[src/rtl/core/gclu_pkg.sv]
`default_nettype none
package gclu_pkg;

   // default line buffer size, one entry kept free as in the original firmware
   localparam int LINE_BYTES_DEF = 96;

   // controller states
   typedef enum logic [1:0] {
      ST_IDLE,
      ST_CLOSE,
      ST_EXEC
   } state_type;

   // status codes
   localparam logic [2:0] STS_OK       = 3'd0;
   localparam logic [2:0] STS_HELLO    = 3'd1;
   localparam logic [2:0] STS_PINS     = 3'd2;
   localparam logic [2:0] STS_BAD_PIN  = 3'd3;
   localparam logic [2:0] STS_RESERVED = 3'd4;
   localparam logic [2:0] STS_BAD_MODE = 3'd5;
   localparam logic [2:0] STS_BAD_VAL  = 3'd6;
   localparam logic [2:0] STS_BAD_CMD  = 3'd7;

   // mode nibble values
   localparam logic [3:0] MODE_OUT    = 4'h2;
   localparam logic [3:0] MODE_IN     = 4'h4;
   localparam logic [3:0] MODE_ANALOG = 4'h0;

   // characters
   localparam logic [7:0] CH_CR    = 8'd13;
   localparam logic [7:0] CH_LF    = 8'd10;
   localparam logic [7:0] CH_SPACE = 8'd32;
   localparam logic [7:0] CH_NUL   = 8'd0;

   // keyword list: commands first, then argument words
   localparam int W_HELLO  = 0;
   localparam int W_PINS   = 1;
   localparam int W_MODE   = 2;
   localparam int W_WRITE  = 3;
   localparam int W_READ   = 4;
   localparam int W_TOGGLE = 5;
   localparam int W_OUT    = 6;
   localparam int W_IN     = 7;
   localparam int W_ANALOG = 8;
   localparam int W_ONE    = 9;
   localparam int W_HIGH   = 10;
   localparam int NUM_WORDS = 11;

   // characters packed first letter in the low byte
   localparam logic [63:0] WORD_CHARS [NUM_WORDS] = '{
      64'("OLLEH"), 64'("SNIP"), 64'("EDOM"), 64'("ETIRW"), 64'("DAER"),
      64'("ELGGOT"), 64'("TUO"), 64'("NI"), 64'("GOLANA"), 64'("1"), 64'("HGIH")
   };
   localparam logic [2:0] WORD_LEN [NUM_WORDS] = '{
      3'd5, 3'd4, 3'd4, 3'd5, 3'd4, 3'd6, 3'd3, 3'd2, 3'd6, 3'd1, 3'd4
   };

   // reset state
   localparam logic [63:0] MODES_A_RST = 64'h4444_4444_4444_4444;
   localparam logic [63:0] MODES_B_RST = 64'h4444_4444_4A44_4444;
   localparam logic [63:0] MODES_C_RST = 64'h4424_4444_4444_4444;
   localparam logic [47:0] LATCH_RST   = 48'h2000_0000_0000;

   typedef struct packed {
      logic take;
      logic close;
      logic exec;
   } ctl_cmd_type;

   typedef struct packed {
      logic is_term;
      logic out_free;
   } ctl_sts_type;

endpackage
`default_nettype wire

[src/rtl/core/gclu_if.sv]
`default_nettype none
interface gclu_req_if;
   logic        valid;
   logic        ready;
   logic [7:0]  rx_byte;
   logic [47:0] pin_levels;
   modport source (output valid, rx_byte, pin_levels, input ready);
   modport sink (input valid, rx_byte, pin_levels, output ready);
endinterface

interface gclu_rsp_if;
   logic        valid;
   logic        ready;
   logic [2:0]  status;
   logic        read_level;
   logic [63:0] port_a_modes;
   logic [63:0] port_b_modes;
   logic [63:0] port_c_modes;
   logic [47:0] output_latches;
   modport source (output valid, status, read_level, port_a_modes, port_b_modes,
                   port_c_modes, output_latches, input ready);
   modport sink (input valid, status, read_level, port_a_modes, port_b_modes,
                 port_c_modes, output_latches, output ready);
endinterface
`default_nettype wire

[src/rtl/core/gclu_ctrl.sv]
`default_nettype none
module gclu_ctrl (
   input  wire                      clock,
   input  wire                      reset,
   input  wire                      req_valid,
   output logic                     req_ready,
   input  gclu_pkg::ctl_sts_type    sts,
   output gclu_pkg::ctl_cmd_type    cmd
);
   import gclu_pkg::*;

   state_type state_ff, state_in;

   always_ff @(posedge clock) begin
      if (reset) begin
         state_ff <= ST_IDLE;
      end else begin
         state_ff <= state_in;
      end
   end

   // next state
   always_comb begin
      state_in = state_ff;
      case (state_ff)
         ST_IDLE: begin
            if (req_valid && sts.is_term) state_in = ST_CLOSE;
         end
         ST_CLOSE: begin
            state_in = ST_EXEC;
         end
         ST_EXEC: begin
            if (sts.out_free) state_in = ST_IDLE;
         end
         default: state_in = ST_IDLE;
      endcase
   end

   // outputs
   always_comb begin
      req_ready = 1'b0;
      cmd       = '0;
      case (state_ff)
         ST_IDLE: begin
            req_ready = 1'b1;
            cmd.take  = req_valid;
         end
         ST_CLOSE: begin
            cmd.close = 1'b1;
         end
         ST_EXEC: begin
            cmd.exec = sts.out_free;
         end
         default: ;
      endcase
   end

   // line end runs close then execute, never during byte intake
   a_close_then_exec: assert property (@(posedge clock) disable iff (reset)
      cmd.close |=> (state_ff == ST_EXEC) && !req_ready)
      else $error("close not followed by execute");
endmodule
`default_nettype wire

[src/rtl/core/gclu_dp.sv]
`default_nettype none
module gclu_dp #(
   parameter int LINE_BYTES = gclu_pkg::LINE_BYTES_DEF
) (
   input  wire                      clock,
   input  wire                      reset,
   input  gclu_pkg::ctl_cmd_type    cmd,
   output gclu_pkg::ctl_sts_type    sts,
   gclu_req_if.sink                 req_if,
   gclu_rsp_if.source               rsp_if
);
   import gclu_pkg::*;

   localparam int CW = $clog2(LINE_BYTES);
   localparam logic [CW-1:0] CNT_MAX = CW'(LINE_BYTES - 1);

   logic [CW-1:0]          cnt_ff, cnt_in;
   logic                   stop_ff, stop_in;
   logic                   intok_ff, intok_in;
   logic [1:0]             tokcnt_ff, tokcnt_in;
   logic [2:0]             pos_ff, pos_in;
   logic [NUM_WORDS-1:0]   flags_ff, flags_in;
   logic                   pok_ff, pok_in;
   logic [1:0]             port_ff, port_in;
   logic [4:0]             num_ff, num_in;
   logic [5:0]             cmdres_ff, cmdres_in;
   logic                   pgood_ff, pgood_in;
   logic [4:0]             argres_ff, argres_in;
   logic                   arghave_ff, arghave_in;
   logic [47:0]            lvl_ff, lvl_in;
   logic [63:0]            modes_ff [3];
   logic [63:0]            modes_in [3];
   logic [47:0]            latch_ff, latch_in;
   logic                   rvalid_ff, rvalid_in;
   logic [2:0]             status_ff, status_in;
   logic                   rlvl_ff, rlvl_in;

   logic [7:0]             c;
   logic [2:0]             pos_eff;
   logic [NUM_WORDS-1:0]   hit, lenm;
   logic [7:0]             prod;
   logic                   do_close;
   logic [5:0]             bit_idx;
   logic                   reserved;

   assign c           = req_if.rx_byte;
   assign sts.is_term = (c == CH_CR) || (c == CH_LF);
   assign sts.out_free = !rvalid_ff || rsp_if.ready;

   // keyword character compare at current token position
   always_comb begin
      pos_eff = intok_ff ? pos_ff : 3'd0;
      for (int w = 0; w < NUM_WORDS; w++) begin
         hit[w]  = (pos_eff < WORD_LEN[w]) && (c == WORD_CHARS[w][{pos_eff, 3'b000} +: 8]);
         lenm[w] = flags_ff[w] && (pos_ff == WORD_LEN[w]);
      end
      prod = 8'({3'b000, num_ff} * 8'd10) + 8'(c - "0");
   end

   assign bit_idx  = {port_ff, num_ff[3:0]};
   assign reserved = ((port_ff == 2'd0) && (num_ff[3:0] == 4'd13 || num_ff[3:0] == 4'd14)) ||
                     ((port_ff == 2'd1) && (num_ff[3:0] == 4'd6 || num_ff[3:0] == 4'd7));

   always_comb begin
      cnt_in     = cnt_ff;
      stop_in    = stop_ff;
      intok_in   = intok_ff;
      tokcnt_in  = tokcnt_ff;
      pos_in     = pos_ff;
      flags_in   = flags_ff;
      pok_in     = pok_ff;
      port_in    = port_ff;
      num_in     = num_ff;
      cmdres_in  = cmdres_ff;
      pgood_in   = pgood_ff;
      argres_in  = argres_ff;
      arghave_in = arghave_ff;
      lvl_in     = lvl_ff;
      modes_in   = modes_ff;
      latch_in   = latch_ff;
      rvalid_in  = rvalid_ff && !rsp_if.ready;
      status_in  = status_ff;
      rlvl_in    = rlvl_ff;
      do_close   = cmd.close && intok_ff;

      // byte intake
      if (cmd.take) begin
         lvl_in = req_if.pin_levels;
         if (!sts.is_term && (cnt_ff < CNT_MAX)) begin
            cnt_in = cnt_ff + 1'b1;
            if (!stop_ff) begin
               if (c == CH_NUL) begin
                  stop_in = 1'b1;
               end else if (c == CH_SPACE) begin
                  do_close = intok_ff;
               end else begin
                  intok_in = 1'b1;
                  flags_in = (intok_ff ? flags_ff : '1) & hit;
                  pos_in   = (pos_eff == 3'd7) ? 3'd7 : pos_eff + 3'd1;
                  // pin decode only on the second token
                  if (tokcnt_ff == 2'd1) begin
                     if (pos_eff == 3'd0) begin
                        pok_in = (c == "P");
                        num_in = 5'd0;
                     end else if (pos_eff == 3'd1) begin
                        pok_in  = pok_ff && (c >= "A") && (c <= "C");
                        port_in = c[1:0] - 2'd1;
                     end else begin
                        pok_in = pok_ff && (c >= "0") && (c <= "9");
                        num_in = (prod > 8'd15) ? 5'd16 : prod[4:0];
                     end
                  end
               end
            end
         end
      end

      // token end
      if (do_close) begin
         intok_in = 1'b0;
         if (tokcnt_ff != 2'd3) tokcnt_in = tokcnt_ff + 2'd1;
         case (tokcnt_ff)
            2'd0: cmdres_in = lenm[W_TOGGLE:W_HELLO];
            2'd1: pgood_in  = pok_ff && (pos_ff >= 3'd3) && !num_ff[4];
            2'd2: begin
               argres_in  = lenm[W_HIGH:W_OUT];
               arghave_in = 1'b1;
            end
            default: ;
         endcase
      end

      // command execution
      if (cmd.exec) begin
         cnt_in     = '0;
         stop_in    = 1'b0;
         intok_in   = 1'b0;
         tokcnt_in  = 2'd0;
         cmdres_in  = '0;
         pgood_in   = 1'b0;
         argres_in  = '0;
         arghave_in = 1'b0;
         if (tokcnt_ff != 2'd0) begin
            rvalid_in = 1'b1;
            rlvl_in   = 1'b0;
            if (cmdres_ff[W_HELLO]) begin
               status_in = STS_HELLO;
            end else if (cmdres_ff[W_PINS]) begin
               status_in = STS_PINS;
            end else if (!pgood_ff) begin
               status_in = STS_BAD_PIN;
            end else if (reserved) begin
               status_in = STS_RESERVED;
            end else if (cmdres_ff[W_MODE]) begin
               status_in = STS_OK;
               if (argres_ff[W_OUT-W_OUT]) begin
                  modes_in[port_ff][{num_ff[3:0], 2'b00} +: 4] = MODE_OUT;
               end else if (argres_ff[W_IN-W_OUT]) begin
                  modes_in[port_ff][{num_ff[3:0], 2'b00} +: 4] = MODE_IN;
               end else if (argres_ff[W_ANALOG-W_OUT]) begin
                  modes_in[port_ff][{num_ff[3:0], 2'b00} +: 4] = MODE_ANALOG;
               end else begin
                  status_in = STS_BAD_MODE;
               end
            end else if (cmdres_ff[W_WRITE]) begin
               if (!arghave_ff) begin
                  status_in = STS_BAD_VAL;
               end else begin
                  status_in         = STS_OK;
                  latch_in[bit_idx] = argres_ff[W_ONE-W_OUT] || argres_ff[W_HIGH-W_OUT];
               end
            end else if (cmdres_ff[W_READ]) begin
               status_in = STS_OK;
               rlvl_in   = lvl_ff[bit_idx];
            end else if (cmdres_ff[W_TOGGLE]) begin
               status_in         = STS_OK;
               latch_in[bit_idx] = !lvl_ff[bit_idx];
            end else begin
               status_in = STS_BAD_CMD;
            end
         end
      end
   end

   always_ff @(posedge clock) begin
      if (reset) begin
         cnt_ff      <= '0;
         stop_ff     <= 1'b0;
         intok_ff    <= 1'b0;
         tokcnt_ff   <= 2'd0;
         cmdres_ff   <= '0;
         pgood_ff    <= 1'b0;
         argres_ff   <= '0;
         arghave_ff  <= 1'b0;
         rvalid_ff   <= 1'b0;
         modes_ff[0] <= MODES_A_RST;
         modes_ff[1] <= MODES_B_RST;
         modes_ff[2] <= MODES_C_RST;
         latch_ff    <= LATCH_RST;
      end else begin
         cnt_ff      <= cnt_in;
         stop_ff     <= stop_in;
         intok_ff    <= intok_in;
         tokcnt_ff   <= tokcnt_in;
         cmdres_ff   <= cmdres_in;
         pgood_ff    <= pgood_in;
         argres_ff   <= argres_in;
         arghave_ff  <= arghave_in;
         rvalid_ff   <= rvalid_in;
         modes_ff    <= modes_in;
         latch_ff    <= latch_in;
      end
   end

   // payload registers
   always_ff @(posedge clock) begin
      pos_ff    <= pos_in;
      flags_ff  <= flags_in;
      pok_ff    <= pok_in;
      port_ff   <= port_in;
      num_ff    <= num_in;
      lvl_ff    <= lvl_in;
      status_ff <= status_in;
      rlvl_ff   <= rlvl_in;
   end

   assign rsp_if.valid          = rvalid_ff;
   assign rsp_if.status         = status_ff;
   assign rsp_if.read_level     = rlvl_ff;
   assign rsp_if.port_a_modes   = modes_ff[0];
   assign rsp_if.port_b_modes   = modes_ff[1];
   assign rsp_if.port_c_modes   = modes_ff[2];
   assign rsp_if.output_latches = latch_ff;

   a_cnt_cap: assert property (@(posedge clock) disable iff (reset)
      cnt_ff <= CNT_MAX)
      else $error("line count past buffer size");
   a_exec_clears: assert property (@(posedge clock) disable iff (reset)
      cmd.exec |=> (cnt_ff == '0) && (tokcnt_ff == 2'd0) && !intok_ff)
      else $error("line state not cleared after execute");
   a_exec_free: assert property (@(posedge clock) disable iff (reset)
      cmd.exec |-> (!rvalid_ff || rsp_if.ready))
      else $error("execute while result pending");
   a_reserved_hold: assert property (@(posedge clock) disable iff (reset)
      !$past(reset) |-> $stable(modes_ff[0][59:52]) && $stable(latch_ff[14:13])
                        && $stable(modes_ff[1][31:24]))
      else $error("reserved pin changed");
endmodule
`default_nettype wire

[src/rtl/core/gpio_command_line_interpreter_unit.sv]
`default_nettype none
// channel   dir   handshake        beat payload
// req_if    in    valid/ready      rx_byte[7:0], pin_levels[47:0]
// rsp_if    out   valid/ready      status, read_level, port_a/b/c_modes, output_latches
//
// A printable byte is accepted in the idle state and is tokenized as it arrives.
// CR/LF goes through accept, close token and execute in turn; execute waits
// while the previous result beat has not been taken.
// Bytes are still accepted while a result beat waits in the output register.
// Synchronous active-high reset; restores pin modes and latches, no clearing pass.
module gpio_command_line_interpreter_unit #(
   parameter int LINE_BYTES = gclu_pkg::LINE_BYTES_DEF
) (
   input  wire          clock,
   input  wire          reset,
   gclu_req_if.sink     req_if,
   gclu_rsp_if.source   rsp_if
);
   import gclu_pkg::*;

   ctl_cmd_type cmd;
   ctl_sts_type sts;

   gclu_ctrl u_ctrl (
      .clock     (clock),
      .reset     (reset),
      .req_valid (req_if.valid),
      .req_ready (req_if.ready),
      .sts       (sts),
      .cmd       (cmd)
   );

   gclu_dp #(.LINE_BYTES(LINE_BYTES)) u_dp (
      .clock  (clock),
      .reset  (reset),
      .cmd    (cmd),
      .sts    (sts),
      .req_if (req_if),
      .rsp_if (rsp_if)
   );
endmodule
`default_nettype wire
[src/flat_wrapper.sv]
// flat-port wrapper written by rule: the top's interface ports become plain ports
module gpio_command_line_interpreter_unit_flat import gclu_pkg::*;
#(
   parameter int LINE_BYTES = gclu_pkg::LINE_BYTES_DEF
)
  (clock, reset, req_if_valid, req_if_rx_byte, req_if_pin_levels, req_if_ready, rsp_if_valid, rsp_if_status, rsp_if_read_level, rsp_if_port_a_modes, rsp_if_port_b_modes, rsp_if_port_c_modes, rsp_if_output_latches, rsp_if_ready);
  gclu_req_if req_if_i ();
  gclu_rsp_if rsp_if_i ();
  input  wire clock;
  input  wire reset;
  input wire logic [$bits(req_if_i.valid)-1:0] req_if_valid;
  input wire logic [$bits(req_if_i.rx_byte)-1:0] req_if_rx_byte;
  input wire logic [$bits(req_if_i.pin_levels)-1:0] req_if_pin_levels;
  output wire logic [$bits(req_if_i.ready)-1:0] req_if_ready;
  output wire logic [$bits(rsp_if_i.valid)-1:0] rsp_if_valid;
  output wire logic [$bits(rsp_if_i.status)-1:0] rsp_if_status;
  output wire logic [$bits(rsp_if_i.read_level)-1:0] rsp_if_read_level;
  output wire logic [$bits(rsp_if_i.port_a_modes)-1:0] rsp_if_port_a_modes;
  output wire logic [$bits(rsp_if_i.port_b_modes)-1:0] rsp_if_port_b_modes;
  output wire logic [$bits(rsp_if_i.port_c_modes)-1:0] rsp_if_port_c_modes;
  output wire logic [$bits(rsp_if_i.output_latches)-1:0] rsp_if_output_latches;
  input wire logic [$bits(rsp_if_i.ready)-1:0] rsp_if_ready;
  assign req_if_i.valid = req_if_valid;
  assign req_if_i.rx_byte = req_if_rx_byte;
  assign req_if_i.pin_levels = req_if_pin_levels;
  assign req_if_ready = req_if_i.ready;
  assign rsp_if_valid = rsp_if_i.valid;
  assign rsp_if_status = rsp_if_i.status;
  assign rsp_if_read_level = rsp_if_i.read_level;
  assign rsp_if_port_a_modes = rsp_if_i.port_a_modes;
  assign rsp_if_port_b_modes = rsp_if_i.port_b_modes;
  assign rsp_if_port_c_modes = rsp_if_i.port_c_modes;
  assign rsp_if_output_latches = rsp_if_i.output_latches;
  assign rsp_if_i.ready = rsp_if_ready;
  gpio_command_line_interpreter_unit #(.LINE_BYTES(LINE_BYTES)) u_core (.clock(clock), .reset(reset), .req_if(req_if_i), .rsp_if(rsp_if_i));
endmodule
[config.mk]
export PLATFORM = sky130hd
export DESIGN_NAME = gpio_command_line_interpreter_unit_flat
export DESIGN_NICKNAME = d
export VERILOG_FILES = /design/src/rtl/core/gclu_pkg.sv /design/src/rtl/core/gclu_if.sv /design/src/rtl/core/gclu_ctrl.sv /design/src/rtl/core/gclu_dp.sv /design/src/rtl/core/gpio_command_line_interpreter_unit.sv /design/src/flat_wrapper.sv
export SDC_FILE = /design/constraint.sdc
export NUM_CORES = 1
export LEC_CHECK = 0
export ABC_AREA = 0
export BUFFER_PORTS_ARGS = -buffer_cell sky130_fd_sc_hd__buf_2
export CAP_MARGIN = 20
export CORE_UTILIZATION = 58
export DETAILED_ROUTE_END_ITERATION = 16
export GPL_ROUTABILITY_DRIVEN = 1
export PLACE_DENSITY = 0.91
export REMOVE_ABC_BUFFERS = 1
export SETUP_SLACK_MARGIN = 0.02
export SKIP_LAST_GASP = 1
export SLEW_MARGIN = 25
export SYNTH_ARGS = -nofsm -noshare
export SYNTH_HDL_FRONTEND = slang
export SYNTH_SLANG_ARGS = --single-unit
[constraint.sdc]
create_clock -name clock -period 5.9 [get_ports clock]
set_input_delay 1.18 -clock clock [delete_from_list [all_inputs] [get_ports clock]]
set_output_delay 1.18 -clock clock [all_outputs]
set_load 0.05 [all_outputs]
==> implementation parameters <==
Parameter                              Value

Logic synthesis
  Fraction of registers with async set/reset    0%
  Main area contributors after synthesis    sky130_fd_sc_hd__dfxtp_1, sky130_fd_sc_hd__edfxtp_1, sky130_fd_sc_hd__buf_4, sky130_fd_sc_hd__mux2i_1, sky130_fd_sc_hd__ha_1
  Fraction of synthesized cell area taken by the top area cell type    27.2%
  Synthesis warning total    0
  Top flip-flop cell by instance count after synthesis    sky130_fd_sc_hd__dfxtp_1
  FF+latch count, synth    approximately 250
  Sequential area share after synthesis    between 40% and 50%
  Synth area leader    sky130_fd_sc_hd__dfxtp_1
  Syn Area/Cell    between 9 and 10 sq um
  Cell count after synthesis    ~1,400
  Netlist area before placement    approximately 13,000 sq um
  Number of flops mapped to enable cells by yosys    74
  Unique cell type count in the Yosys netlist    86

Timing
  Tightest slew margin relative to the limit    27.9%
  Actual transition at the worst max-transition pin    about 1.1 ns
  Pins Over Slew Limit    0
  Number of setup violations in the final report    0
  Final TNS setup    0 ns
  Hold Slack    0.456 ns
  Worst setup skew after layout    about 0.024 ns
  Crit path time final    just over 4 ns
  Fraction of the cycle the final worst path needs    a little under 70%
  Final Hold Viols    0
  F_max    ~240 MHz
  RSZ-0062 raised after global routing    false

Clock network
  CTS H-Tree Depth    1
  Cell chosen for the clock root    sky130_fd_sc_hd__clkbuf_16
  Resized Gates After CTS    0
  Maximum clock insertion buffer count    3
  Hold bufs inserted after CTS    0
  Clock sink total    246
  CTS clk-pin slew, worst paths    roughly 0.060 ns
  Clock latency on the worst-skew pair    between 0.5 and 0.6 ns
  Total CTS buffers    26
  CTS tree    yes
  Number of buffers inserted to repair setup after CTS    0

Detailed routing
  Number of search-and-repair iterations in the first detailed-routing pass    5
  Routed length on met2    roughly 16,000 microns
  DRC viols    0
  Wire length per cell    18.3 microns
  WL met1    between 10,000 and 15,000 microns
  Violation count after the first detailed-route iteration    slightly below 1,000
  Routed wire length    roughly 33,000 microns
  Post-route antenna net violation count    0
  Via count    about 11,000
  Amount of wire on met3 after detailed routing    3160 microns
  Max layer used    met4
  DR vias/cell    roughly 5.9

Critical path
  Bufs and invs on worst path    1
  Crit path required time    ~6.3 ns
  Critical path launch point type    register
  CP max-delay cell    sky130_fd_sc_hd__edfxtp_1
  Maximum fanout count along the critical path    17
  Critical path start-end classification    register to register
  Most frequent cell on the critical path    sky130_fd_sc_hd__ha_1
  Cell family contributing the most delay on the critical path    adder cells
  Critical Path Sink Type    register
  Largest incremental delay on the critical path    between 0.7 and 0.8 ns
  Arrival time worst endpoint    4.50 ns
  Cells along the critical path    buf_4 > ha_1 > ha_1 > fa_1 > ha_1 > ha_1 > o21ai_0 > o21bai_1 > a21oi_1 > xnor2_1 > a2111oi_1 > and3_1

Final layout
  Most frequent cells in the layout    sky130_fd_sc_hd__buf_2, sky130_fd_sc_hd__dfxtp_1, sky130_fd_sc_hd__nor2_1, sky130_fd_sc_hd__conb_1, sky130_fd_sc_hd__nand2_1
  Final net count    about 1,600
  Most common library cell in the layout ignoring fill and taps    sky130_fd_sc_hd__buf_2
  Non-filler instance count after layout    1,805
  Final core area utilization    67.4%
  Fillers    1,666
  Proportion of layout cells with a drive suffix above 1    slightly below 20%
  Synthesis-to-layout area growth    13.0%
  Antenna diode count    0

Die
  Floorplan core area    21,200 sq um
  Die Span Y    approximately 150 microns
  Horiz. Die Dim    150 microns
  Area of the die    between 20,000 and 25,000 sq um
  Rows    53
  I/O pin cnt    between 300 and 400
  Effective utilization at floorplan    between 50% and 60%

Global route
  Wire length of the first global-routing pass    just over 50,000 microns
  Remaining global-route overflow    0
  Number of antenna violations at the first check in global routing    0
  Total global routing track utilization    around 29%
  Via count of the first global-routing pass    9,833
  Pin count of the biggest net entering global routing    between 70 and 80

Place
  Post-placement cell count    ~1,800
  Estimated wirelength of the detail-placed design    approximately 23,000 microns
  Port buffer count    210
  RePlAce Congestion    0.919

Status
  Outcome    completed

Pwr
  Total power per unit cell area    roughly 260 nW/um^2
  Leakage power    about 5.5 nW
  Peak supply drop    between 200 and 250 uV

Worst hold path
  Class of the tightest hold or removal check    register to register

Run
  Max-cap check violation count    0
[per-stage QoR]
step | area (sq um) | total power, mW | setup slack (ns)
3_3_place_gp | 13400 | 2.13 | 1.88
4_1_cts | 14300 | 3.77 | 1.71
6_report | 14300 | 3.76 | 1.79
5_1_grt | 14300 | 3.87 | 1.50
2_1_floorplan | 11900 | 2.05 | 2.02
3_5_place_dp | 13400 | 2.14 | 1.72
[worst min-delay path, delay by kind of cell (launching register included)]
kind	cells	cell delay, ns
compound gates	1	0.05
flops	1	0.31
simple gates	1	0.05
[area by class of cell]
class	instances	area, sq um	share of cell area [%]
Multi-Input combinational cell	986	6170	43.2
Sequential cell	246	5670	39.6
Tap cell	275	344	2.41
Inverter	30	113	0.787
Timing Repair Buffer	220	1130	7.89
Clock inverter	15	149	1.04
Clock buffer	33	728	5.09
[cells in the mapped netlist, drive strengths merged, types with 12 or more instances]
cell type  instances
o22ai             12
nor4              13
mux2i             48
clkbuf            63
nor2             120
a21oi             84
nand3             49
ha                37
o21ai             62
xnor2             22
inv               30
a211oi            26
nand3b            15
dfxtp            172
nor2b             31
edfxtp            74
buf              119
nor3              46
a211o             41
and3              14
nand2             93
nand2b            14
xor2              12
[cell families (layout without fill, tap and decap cells)]
family / count (synthesis) / after routing / synth area share, %
other cells: 1 / 95 / 0.0296
compound gates: 310 / 310 / 16.3
xor+xnor: 34 / 34 / 2.35
buf+inv: 212 / 298 / 9.29
flops: 246 / 246 / 44.8
fa+ha+maj: 39 / 39 / 3.97
mux: 55 / 55 / 4.86
simple gates: 453 / 453 / 18.4
[flip-flops by register name, indices dropped and copies added, names as in the netlist, 5 cells and up]
register,cells
u_core.u_dp.rsp_if.output_latches,48
u_core.u_dp.rsp_if.port_a_modes,32
u_core.u_dp.cnt_ff,7
u_core.u_dp.num_ff,5
u_core.u_dp.cmdres_ff,6
u_core.u_dp.rsp_if.port_c_modes,32
u_core.u_dp.rsp_if.port_b_modes,33
u_core.u_dp.flags_ff,11
u_core.u_dp.lvl_ff,48
u_core.u_dp.argres_ff,5
[metal layers]
metal	vias up	track usage [%]
li1	5003	-
met1	5078	37.2
met2	543	47.8
met3	75	5.49
met4	0	8.43
met5	-	0
[power breakdown]
| part | total [mW] | internal (mW) | switching [mW] | leakage, nW |
|---|---|---|---|---|
| clock network | 1.65 | 0.964 | 0.686 | 0.416 |
| registers | 1.79 | 1.77 | 0.0180 | 2.12 |
| logic | 0.321 | 0.0691 | 0.252 | 3.01 |
[path summary, 6_finish.rpt]
check	from	end	slack, ns	cells past startpoint
worst max-delay path	u_core.u_dp.num_ff[2]$_SDFFCE_PP0P_	u_core.u_dp.num_ff[0]$_SDFFCE_PP0P_	1.79	12
worst min-delay path	u_core.u_dp.rsp_if.port_a_modes[49]$_SDFFE_PP0P_	u_core.u_dp.rsp_if.port_a_modes[49]$_SDFFE_PP0P_	0.46	2
worst max register to register	u_core.u_dp.num_ff[2]$_SDFFCE_PP0P_	u_core.u_dp.num_ff[0]$_SDFFCE_PP0P_	1.79	12
worst min register to register	u_core.u_dp.rsp_if.port_a_modes[49]$_SDFFE_PP0P_	u_core.u_dp.rsp_if.port_a_modes[49]$_SDFFE_PP0P_	0.46	2
Power figures use the tool's default switching activity.
